===== src/mbrh_pkg.sv =====
package mbrh_pkg;

  localparam int unsigned MaxRegsDefault = 125;
  localparam logic [31:0] TimeoutReset   = 32'd1000;
  localparam logic [15:0] CrcInit        = 16'hFFFF;
  localparam logic [15:0] CrcPoly        = 16'hA001;
  localparam logic [7:0]  FuncRead       = 8'h03;
  localparam logic [7:0]  FuncExcFlag    = 8'h80;

  typedef enum logic [1:0] {
    OP_START = 2'd0,
    OP_BYTE  = 2'd1,
    OP_TICK  = 2'd2,
    OP_READ  = 2'd3
  } op_e;

  typedef enum logic [1:0] {
    KIND_TX     = 2'd0,
    KIND_STATUS = 2'd1,
    KIND_DATA   = 2'd2
  } kind_e;

  typedef enum logic [3:0] {
    ST_OK       = 4'd0,
    ST_PARAM    = 4'd1,
    ST_UNIT     = 4'd2,
    ST_FUNCTION = 4'd3,
    ST_LENGTH   = 4'd4,
    ST_CRC      = 4'd5,
    ST_EXCEPT   = 4'd6,
    ST_TIMEOUT  = 4'd7,
    ST_NO_DATA  = 4'd8
  } status_e;

  typedef enum logic [3:0] {
    PH_IDLE = 4'b0001,
    PH_HDR  = 4'b0010,
    PH_EXC  = 4'b0100,
    PH_BODY = 4'b1000
  } phase_e;

  typedef struct packed {
    op_e         op;
    logic [7:0]  unit_id;
    logic [15:0] reg_addr;
    logic [7:0]  qty;
    logic [7:0]  rx_byte;
    logic [6:0]  reg_index;
  } mbrh_in_t;

  typedef struct packed {
    kind_e       kind;
    logic [7:0]  tx_byte;
    logic        last;
    status_e     status;
    logic [7:0]  exception_code;
    logic [15:0] reg_value;
  } mbrh_out_t;

  // crc-16/modbus update by one byte, reflected
  function automatic logic [15:0] crc_byte(input logic [15:0] c, input logic [7:0] b);
    logic [15:0] r;
    r = c ^ {8'h00, b};
    for (int k = 0; k < 8; k++) begin
      if (r[0]) begin
        r = (r >> 1) ^ CrcPoly;
      end else begin
        r = r >> 1;
      end
    end
    return r;
  endfunction

endpackage


===== src/modbus_rtu_read_holding_master.sv =====
// channel | direction | payload    | handshake
// in      | input     | mbrh_in_t  | in_valid_i / in_stall_o, beat when valid and not stall
// out     | output    | mbrh_out_t | out_valid_o / out_stall_i, beat when valid and not stall
// cfg     | input     | 32-bit     | cfg_we_i / cfg_wdata_i, written on any edge with we high
//
// byte, tick and read items are handled and leave the item stage one item per cycle while
// the result register can take a beat; a start item with a good quantity holds the item
// stage through its eight result beats, which leave one a cycle through the single result
// register when not stalled; the request checksum is built a byte a beat as the bytes go out
// a read item sees the buffer through a registered memory read done as the item is taken in
// reset clears all control state; the register buffer is not cleared and needs no clearing pass
// output stall holds the result register; the item stage still takes one item behind it
module modbus_rtu_read_holding_master
  import mbrh_pkg::*;
#(
  parameter int unsigned MaxRegs = MaxRegsDefault
) (
  input  logic        clk_i,
  input  logic        rst_ni,
  input  logic        cfg_we_i,
  input  logic [31:0] cfg_wdata_i,
  input  logic        in_valid_i,
  output logic        in_stall_o,
  input  mbrh_in_t    in_i,
  output logic        out_valid_o,
  input  logic        out_stall_i,
  output mbrh_out_t   out_o
);

  localparam int unsigned IdxW = (MaxRegs > 1) ? $clog2(MaxRegs) : 1;

  // item stage
  logic       in_valid_q;
  mbrh_in_t   in_q;
  logic       accept;
  logic       item_go;
  logic       consume;

  // result register
  logic       out_valid_q;
  mbrh_out_t  out_q;
  mbrh_out_t  out_d;
  logic       out_load;
  logic       out_ok;

  // request burst
  logic [2:0]  tx_cnt_q, tx_cnt_d;
  logic [15:0] tx_crc_q, tx_crc_d;
  logic [15:0] tx_crc_in;
  logic [7:0]  tx_sel;

  // receiver state
  phase_e      phase_q, phase_d;
  logic [15:0] crc_acc_q, crc_acc_d;
  logic [7:0]  exp_unit_q, exp_unit_d;
  logic [7:0]  exp_count_q, exp_count_d;
  logic [7:0]  byte_pos_q, byte_pos_d;
  logic [7:0]  hi_hold_q, hi_hold_d;
  logic [7:0]  exc_hold_q, exc_hold_d;
  logic [7:0]  crc_lo_q, crc_lo_d;
  logic [31:0] idle_ticks_q, idle_ticks_d;
  logic        data_valid_q, data_valid_d;
  logic [31:0] timeout_q;

  // register buffer
  logic [15:0]     mem [MaxRegs];
  logic [15:0]     rd_data_q;
  logic            mem_we;
  logic [IdxW-1:0] mem_waddr;
  logic [15:0]     mem_wdata;

  // scratch
  logic        qty_ok;
  logic [15:0] crc_rx;
  logic [15:0] frame_crc;
  logic [31:0] ticks_inc;

  assign out_ok     = !out_valid_q || !out_stall_i;
  assign item_go    = in_valid_q && out_ok;
  assign in_stall_o = in_valid_q && !consume;
  assign accept     = in_valid_i && !in_stall_o;

  assign qty_ok    = (in_q.qty != 8'd0) && (in_q.qty <= 8'(MaxRegs));
  assign crc_rx    = crc_byte(crc_acc_q, in_q.rx_byte);
  assign frame_crc = {in_q.rx_byte, crc_lo_q};
  assign ticks_inc = (idle_ticks_q == 32'hFFFF_FFFF) ? idle_ticks_q : idle_ticks_q + 32'd1;

  // request byte for the current beat of the burst
  assign tx_crc_in = (tx_cnt_q == 3'd0) ? CrcInit : tx_crc_q;
  always_comb begin
    unique case (tx_cnt_q)
      3'd0:    tx_sel = in_q.unit_id;
      3'd1:    tx_sel = FuncRead;
      3'd2:    tx_sel = in_q.reg_addr[15:8];
      3'd3:    tx_sel = in_q.reg_addr[7:0];
      3'd4:    tx_sel = 8'h00;
      3'd5:    tx_sel = in_q.qty;
      3'd6:    tx_sel = tx_crc_q[7:0];
      default: tx_sel = tx_crc_q[15:8];
    endcase
  end

  always_comb begin
    consume      = item_go;
    out_load     = 1'b0;
    out_d        = '{kind: KIND_STATUS, status: ST_OK, default: '0};
    tx_cnt_d     = tx_cnt_q;
    tx_crc_d     = tx_crc_q;
    phase_d      = phase_q;
    crc_acc_d    = crc_acc_q;
    exp_unit_d   = exp_unit_q;
    exp_count_d  = exp_count_q;
    byte_pos_d   = byte_pos_q;
    hi_hold_d    = hi_hold_q;
    exc_hold_d   = exc_hold_q;
    crc_lo_d     = crc_lo_q;
    idle_ticks_d = idle_ticks_q;
    data_valid_d = data_valid_q;
    mem_we       = 1'b0;
    mem_waddr    = byte_pos_q[IdxW:1];
    mem_wdata    = {hi_hold_q, in_q.rx_byte};

    if (item_go) begin
      unique case (in_q.op)
        OP_START: begin
          if (!qty_ok) begin
            out_load   = 1'b1;
            out_d.status = ST_PARAM;
            phase_d    = PH_IDLE;
          end else begin
            // one request byte a beat, item leaves on the eighth
            out_load      = 1'b1;
            out_d.kind    = KIND_TX;
            out_d.tx_byte = tx_sel;
            out_d.last    = (tx_cnt_q == 3'd7);
            tx_cnt_d      = tx_cnt_q + 3'd1;
            if (tx_cnt_q < 3'd6) begin
              tx_crc_d = crc_byte(tx_crc_in, tx_sel);
            end
            consume = (tx_cnt_q == 3'd7);
            if (tx_cnt_q == 3'd7) begin
              phase_d      = PH_HDR;
              crc_acc_d    = CrcInit;
              exp_unit_d   = in_q.unit_id;
              exp_count_d  = {in_q.qty[6:0], 1'b0};
              byte_pos_d   = 8'd0;
              idle_ticks_d = 32'd0;
              data_valid_d = 1'b0;
            end
          end
        end
        OP_BYTE: begin
          if (phase_q != PH_IDLE) begin
            idle_ticks_d = 32'd0;
          end
          unique case (phase_q)
            PH_IDLE: begin
            end
            PH_HDR: begin
              crc_acc_d = crc_rx;
              if (byte_pos_q == 8'd0) begin
                hi_hold_d  = in_q.rx_byte;
                byte_pos_d = 8'd1;
              end else if (byte_pos_q == 8'd1) begin
                exc_hold_d = in_q.rx_byte;
                byte_pos_d = 8'd2;
              end else begin
                byte_pos_d = 8'd0;
                // header checks in line order
                if (hi_hold_q != exp_unit_q) begin
                  out_load     = 1'b1;
                  out_d.status = ST_UNIT;
                  phase_d      = PH_IDLE;
                end else if (exc_hold_q == (FuncRead | FuncExcFlag)) begin
                  exc_hold_d = in_q.rx_byte;
                  phase_d    = PH_EXC;
                end else if (exc_hold_q != FuncRead) begin
                  out_load     = 1'b1;
                  out_d.status = ST_FUNCTION;
                  phase_d      = PH_IDLE;
                end else if (in_q.rx_byte != exp_count_q) begin
                  out_load     = 1'b1;
                  out_d.status = ST_LENGTH;
                  phase_d      = PH_IDLE;
                end else begin
                  phase_d = PH_BODY;
                end
              end
            end
            PH_EXC: begin
              if (byte_pos_q == 8'd0) begin
                crc_lo_d   = in_q.rx_byte;
                byte_pos_d = 8'd1;
              end else begin
                byte_pos_d = 8'd0;
                out_load   = 1'b1;
                phase_d    = PH_IDLE;
                if (frame_crc != crc_acc_q) begin
                  out_d.status = ST_CRC;
                end else begin
                  out_d.status         = ST_EXCEPT;
                  out_d.exception_code = exc_hold_q;
                end
              end
            end
            PH_BODY: begin
              if (byte_pos_q < exp_count_q) begin
                crc_acc_d  = crc_rx;
                byte_pos_d = byte_pos_q + 8'd1;
                if (!byte_pos_q[0]) begin
                  hi_hold_d = in_q.rx_byte;
                end else begin
                  mem_we = ({1'b0, byte_pos_q[7:1]} < 8'(MaxRegs));
                end
              end else if (byte_pos_q == exp_count_q) begin
                crc_lo_d   = in_q.rx_byte;
                byte_pos_d = byte_pos_q + 8'd1;
              end else begin
                byte_pos_d = 8'd0;
                out_load   = 1'b1;
                phase_d    = PH_IDLE;
                if (frame_crc != crc_acc_q) begin
                  out_d.status = ST_CRC;
                end else begin
                  out_d.status = ST_OK;
                  data_valid_d = 1'b1;
                end
              end
            end
            default: begin
            end
          endcase
        end
        OP_TICK: begin
          if (phase_q != PH_IDLE) begin
            idle_ticks_d = ticks_inc;
            if (ticks_inc >= timeout_q) begin
              out_load     = 1'b1;
              out_d.status = ST_TIMEOUT;
              phase_d      = PH_IDLE;
            end
          end
        end
        OP_READ: begin
          out_load = 1'b1;
          if (!data_valid_q || (in_q.reg_index >= exp_count_q[7:1])
              || ({1'b0, in_q.reg_index} >= 8'(MaxRegs))) begin
            out_d.status = ST_NO_DATA;
          end else begin
            out_d.kind      = KIND_DATA;
            out_d.reg_value = rd_data_q;
          end
        end
        default: begin
        end
      endcase
    end
  end

  // item stage
  always_ff @(posedge clk_i or negedge rst_ni) begin
    if (!rst_ni) begin
      in_valid_q <= 1'b0;
    end else if (accept) begin
      in_valid_q <= 1'b1;
    end else if (consume) begin
      in_valid_q <= 1'b0;
    end
  end

  always_ff @(posedge clk_i) begin
    if (accept) begin
      in_q <= in_i;
    end
  end

  // register buffer, read as the item is taken in
  always_ff @(posedge clk_i) begin
    if (mem_we) begin
      mem[mem_waddr] <= mem_wdata;
    end
    if (accept && ({1'b0, in_i.reg_index} < 8'(MaxRegs))) begin
      rd_data_q <= mem[in_i.reg_index[IdxW-1:0]];
    end
  end

  // result register
  always_ff @(posedge clk_i or negedge rst_ni) begin
    if (!rst_ni) begin
      out_valid_q <= 1'b0;
    end else if (out_load) begin
      out_valid_q <= 1'b1;
    end else if (!out_stall_i) begin
      out_valid_q <= 1'b0;
    end
  end

  always_ff @(posedge clk_i) begin
    if (out_load) begin
      out_q <= out_d;
    end
  end

  // control and receiver state
  always_ff @(posedge clk_i or negedge rst_ni) begin
    if (!rst_ni) begin
      tx_cnt_q     <= 3'd0;
      tx_crc_q     <= CrcInit;
      phase_q      <= PH_IDLE;
      crc_acc_q    <= CrcInit;
      exp_unit_q   <= 8'd0;
      exp_count_q  <= 8'd0;
      byte_pos_q   <= 8'd0;
      hi_hold_q    <= 8'd0;
      exc_hold_q   <= 8'd0;
      crc_lo_q     <= 8'd0;
      idle_ticks_q <= 32'd0;
      data_valid_q <= 1'b0;
      timeout_q    <= TimeoutReset;
    end else begin
      tx_cnt_q     <= tx_cnt_d;
      tx_crc_q     <= tx_crc_d;
      phase_q      <= phase_d;
      crc_acc_q    <= crc_acc_d;
      exp_unit_q   <= exp_unit_d;
      exp_count_q  <= exp_count_d;
      byte_pos_q   <= byte_pos_d;
      hi_hold_q    <= hi_hold_d;
      exc_hold_q   <= exc_hold_d;
      crc_lo_q     <= crc_lo_d;
      idle_ticks_q <= idle_ticks_d;
      data_valid_q <= data_valid_d;
      if (cfg_we_i) begin
        timeout_q <= cfg_wdata_i;
      end
    end
  end

  assign out_valid_o = out_valid_q;
  assign out_o       = out_q;

endmodule


===== config.mk =====
export PLATFORM = sky130hd
export DESIGN_NAME = modbus_rtu_read_holding_master
export DESIGN_NICKNAME = d
export VERILOG_FILES = /design/src/mbrh_pkg.sv /design/src/modbus_rtu_read_holding_master.sv
export SDC_FILE = /design/constraint.sdc
export NUM_CORES = 2
export LEC_CHECK = 0
export BUFFER_PORTS_ARGS = -buffer_cell sky130_fd_sc_hd__buf_2
export CORE_UTILIZATION = 40
export CTS_CLUSTER_DIAMETER = 30
export DETAILED_ROUTE_END_ITERATION = 12
export GPL_ROUTABILITY_DRIVEN = 0
export HOLD_SLACK_MARGIN = 0.02
export PLACE_DENSITY = 0.66
export SYNTH_ARGS = -nofsm -noshare
export SYNTH_HDL_FRONTEND = slang
export SYNTH_SLANG_ARGS = --single-unit

===== constraint.sdc =====
create_clock -name clk_i -period 14.25 [get_ports clk_i]
set_clock_uncertainty 0.05 [all_clocks]
set_input_delay 1.425 -clock clk_i [delete_from_list [all_inputs] [get_ports clk_i]]
set_output_delay 1.425 -clock clk_i [all_outputs]
set_load 0.05 [all_outputs]

==> results by group <==
Worst setup path
  – CP Capture Type: flip-flop
  – Crit path required time: about 15 ns
  – R2R Setup Slk: approximately 8.3 ns
  – Critical path origin: idle_ticks_q[9]
  – Crit Path Max Fanout: 24
  – Reg2reg start: idle_ticks_q[9]
  – CP Launch Type: flip-flop
  – Worst EP arrival: 6.45 ns
  – Crit Reg-Reg Endpoint: out_o[4]
  – CP Capture Point: out_o[4]
  – Reg2Reg Depth: 18
  – Setup CP Type: reg2reg

Min path
  – Hold crit path type: reg2reg
  – WHS Path Cells: 2

Global routing
  – First-pass GRT wire length: around 340000 um
  – Grt ovf: 0
  – Largest net degree at the start of global routing: 125
  – Vias in the first global route: ~50000
  – Overall Global Routing Usage: between 20 and 25%
  – Initial antenna violation count: 11

Power and ir drop
  – P_int: 14.9 mW
  – Gate power share: around 8.5%
  – P_sw: roughly 4.6 mW
  – Clock Power Share: approximately 50%
  – Sw frac: between 20% and 30%
  – Seq pwr share: around 40%
  – Worst VDD drop: 0.000125 V
  – PD cells: 178 mW/mm^2
  – Total leakage power: 37.6 nW

Clock network
  – CTS tree: done
  – Setup Buffers After CTS: 0
  – Worst-Skew Late Latency: 0.99 ns
  – Cts repair resizes: 0
  – Clk slew on worst S/H paths: 0.05 ns
  – CTS buffer count: 430
  – CTS Hold Bufs: 0
  – Deepest clock path buffer count: 4
  – Htree depth: 5
  – Clock sink total: ~2300
  – Root buf cell: clkbuf_16

Drt
  – Met1 WL: 94000 um
  – Via count: 49436
  – DR WL met2: about 110000 um
  – First drt pass iteration count: 7
  – DRT antenna net count: 0
  – First DRT Iteration DRCs: between 5000 and 6000
  – Highest routed layer: met5
  – Mean routed wirelength per cell: 27.2 um
  – DRC viols: 0
  – Vias/cell: around 5.7
  – Total wire length: around 240000 um
  – WL met3: between 20000 and 25000 um

Yosys
  – Synth async-reset ratio: 6.78%
  – Post-synth EDFFs: 2104
  – Cell with the most instances after synthesis: edfxtp_1
  – Largest area contributor in the netlist: edfxtp_1
  – Prevailing post-synth register cell: edfxtp_1
  – Cell variety after synth: 65
  – Synth warnings: 0
  – Seq/Total Area, Yosys: around three quarters
  – Post-synth top cells: edfxtp_1, mux4_2, mux2i_1
  – Synthesis-stage register bit count: between 2000 and 2500
  – Mapped Cells: roughly 4800
  – Synth area leaders: edfxtp_1, mux4_2, mux2i_1, dfrtp_1, mux2_2
  – Cell Area, Synth: between 0.09 and 0.1 sq mm
  – Synth top area share: ~70%
  – Syn Area/Cell: 18.6 sq um
  – Mapped Nets: about 5000

STA
  – Worst-margin pin slew: 1.23 ns
  – RSZ-0062 raised after global routing: false
  – Final Max Slew Viols: 0
  – Setup Viol. Count Final: 0
  – Setup Total Neg Slack: 0 ns
  – Final hold violations: 0
  – Fmax: about 0.17 GHz
  – Rel. slew slack: between 15 and 20%
  – Final period util: roughly two fifths
  – Post-layout min period: 5.91 ns

Floorplanning
  – Die width: 477 um
  – Initial Util: 40.4%
  – Die ar.: ~0.23 sq mm
  – Die Y: about 480 um
  – Placement Rows: between 150 and 200
  – Ports: between 100 and 150
  – Core box area: ~0.22 sq mm

Cells and area
  – Core Util, Final: between 40% and 50%
  – Nets: between 5000 and 6000
  – Area growth syn-to-layout: 21.4%
  – Layout cells sized above 1: 27.7%

Run status
  – Status: finished clean

Job
  – Total of max-cap violations: 0

Placement
  – Number of I/O port buffers: 126
  – Detailed Place HPWL: between 100000 and 150000 um
how the worst min path moves through the flow:
stage,startpoint,end,slack [ns]
after floorplan,data_valid_q,data_valid_q,0.40
after global placement,tx_crc_q[7],tx_crc_q[7],0.43
after detailed placement,tx_crc_q[0],tx_crc_q[0],0.43
after CTS,tx_crc_q[0],tx_crc_q[0],0.44
after global routing,tx_crc_q[10],tx_crc_q[10],0.47
final,tx_crc_q[0],tx_crc_q[0],0.43
power by group through the flow:
stage / Sequential [mW] / Clock (mW) / Combinational, mW
floorplan: 8.04 / 0 / 1.01
global placement: 7.98 / 0 / 1.62
detailed placement: 7.99 / 0 / 1.65
CTS: 7.87 / 10.1 / 1.66
global route: 7.89 / 10.4 / 1.79
finish: 7.88 / 9.98 / 1.66
cells in the final DEF (no fill, tap or decap), drive strengths merged, types with 7 or more instances in the layout:
cell type and count:
mux4 372, nor2b 14, nand2b 11, nor2 206, xnor2 50, xor2 66
buf 322, diode 7, a22o 7, o221ai 88, o311ai 7, o22ai 100
a21o 14, bufinv 59, o21ai 189, dfstp 39, ha 61, o32ai 17
clkinv 168, nand3 32, nand4 21, clkinvlp 41, mux2i 325, o32a 8
nor4 15, a211oi 37, edfxtp 2104, clkbuf 487, inv 87, o22a 19
and2 28, a21oi 133, nand2 194, nor3 51, mux2 120, and3 18
dfrtp 114
state kept, by name, indices dropped and copies added, names as in the netlist, 16 cells and up:
| signal | flops |
|---|---|
| tx_crc_q | 16 |
| out_o | 39 |
| rd_data_q | 16 |
| idle_ticks_q | 32 |
| timeout_q | 32 |
| in_q | 41 |
| crc_acc_q | 16 |
| mem | 2000 |
cells by family after synthesis:
logic type,after synthesis,share of synthesized area [%]
buf+inv,332,1.47
flops,2257,74.4
simple gates,614,3.08
xor+xnor,118,1.19
compound gates,649,4.62
fa+ha+maj,61,0.847
mux,817,14.4
stage by stage:
step                      cell area (sq um)  worst slack [ns]  power [mW]  hold slack (ns)  instances
final                                109000              8.34        19.5            0.434       8662
after global routing                 109000              7.84        20.1            0.466       8657
after CTS                            109000              8.23        19.6            0.440       8655
after detailed placement              95000              7.76        9.65            0.433       7872
after global placement                95000              7.43        9.60            0.425       7871
after floorplan                       90100              8.53        9.06            0.402       4848
final cells by class:
class | count | area, sq um
fillers | 17740 | 114000
flip-flops and latches | 2257 | 67100
multi-input cells | 2259 | 21800
clock buffers | 487 | 11100
well taps | 2975 | 3720
clock inverters | 296 | 3290
repair buffers | 322 | 2180
inverters | 59 | 229
diodes | 7 | 17.5
routing by layer:
layer	global-route usage, %	vias to the layer above
met1	28.2	25550
met4	7.41	2
met3	4.49	459
met5	0	-
met2	32.1	2668
li1	-	20757
worst max-delay path, cell delays in order, from the launching register on:
cell and delay [ns]:
dfrtp_1 0.46, and4_1 0.31, nand4_1 0.18, or4_1 0.72
nand4_1 0.32, nor2_1 0.13, and3_1 0.24, xor2_1 0.15
ha_1 0.30, o21a_1 0.11, o21ai_0 0.08, nand2b_1 0.08
a21oi_1 0.07, nor4_1 0.54, nand2_1 0.09, o21ai_0 0.50
o32ai_1 0.25, nor2_4 0.57, buf_4 0.43
No activity file was read; power rests on OpenSTA's default activity.
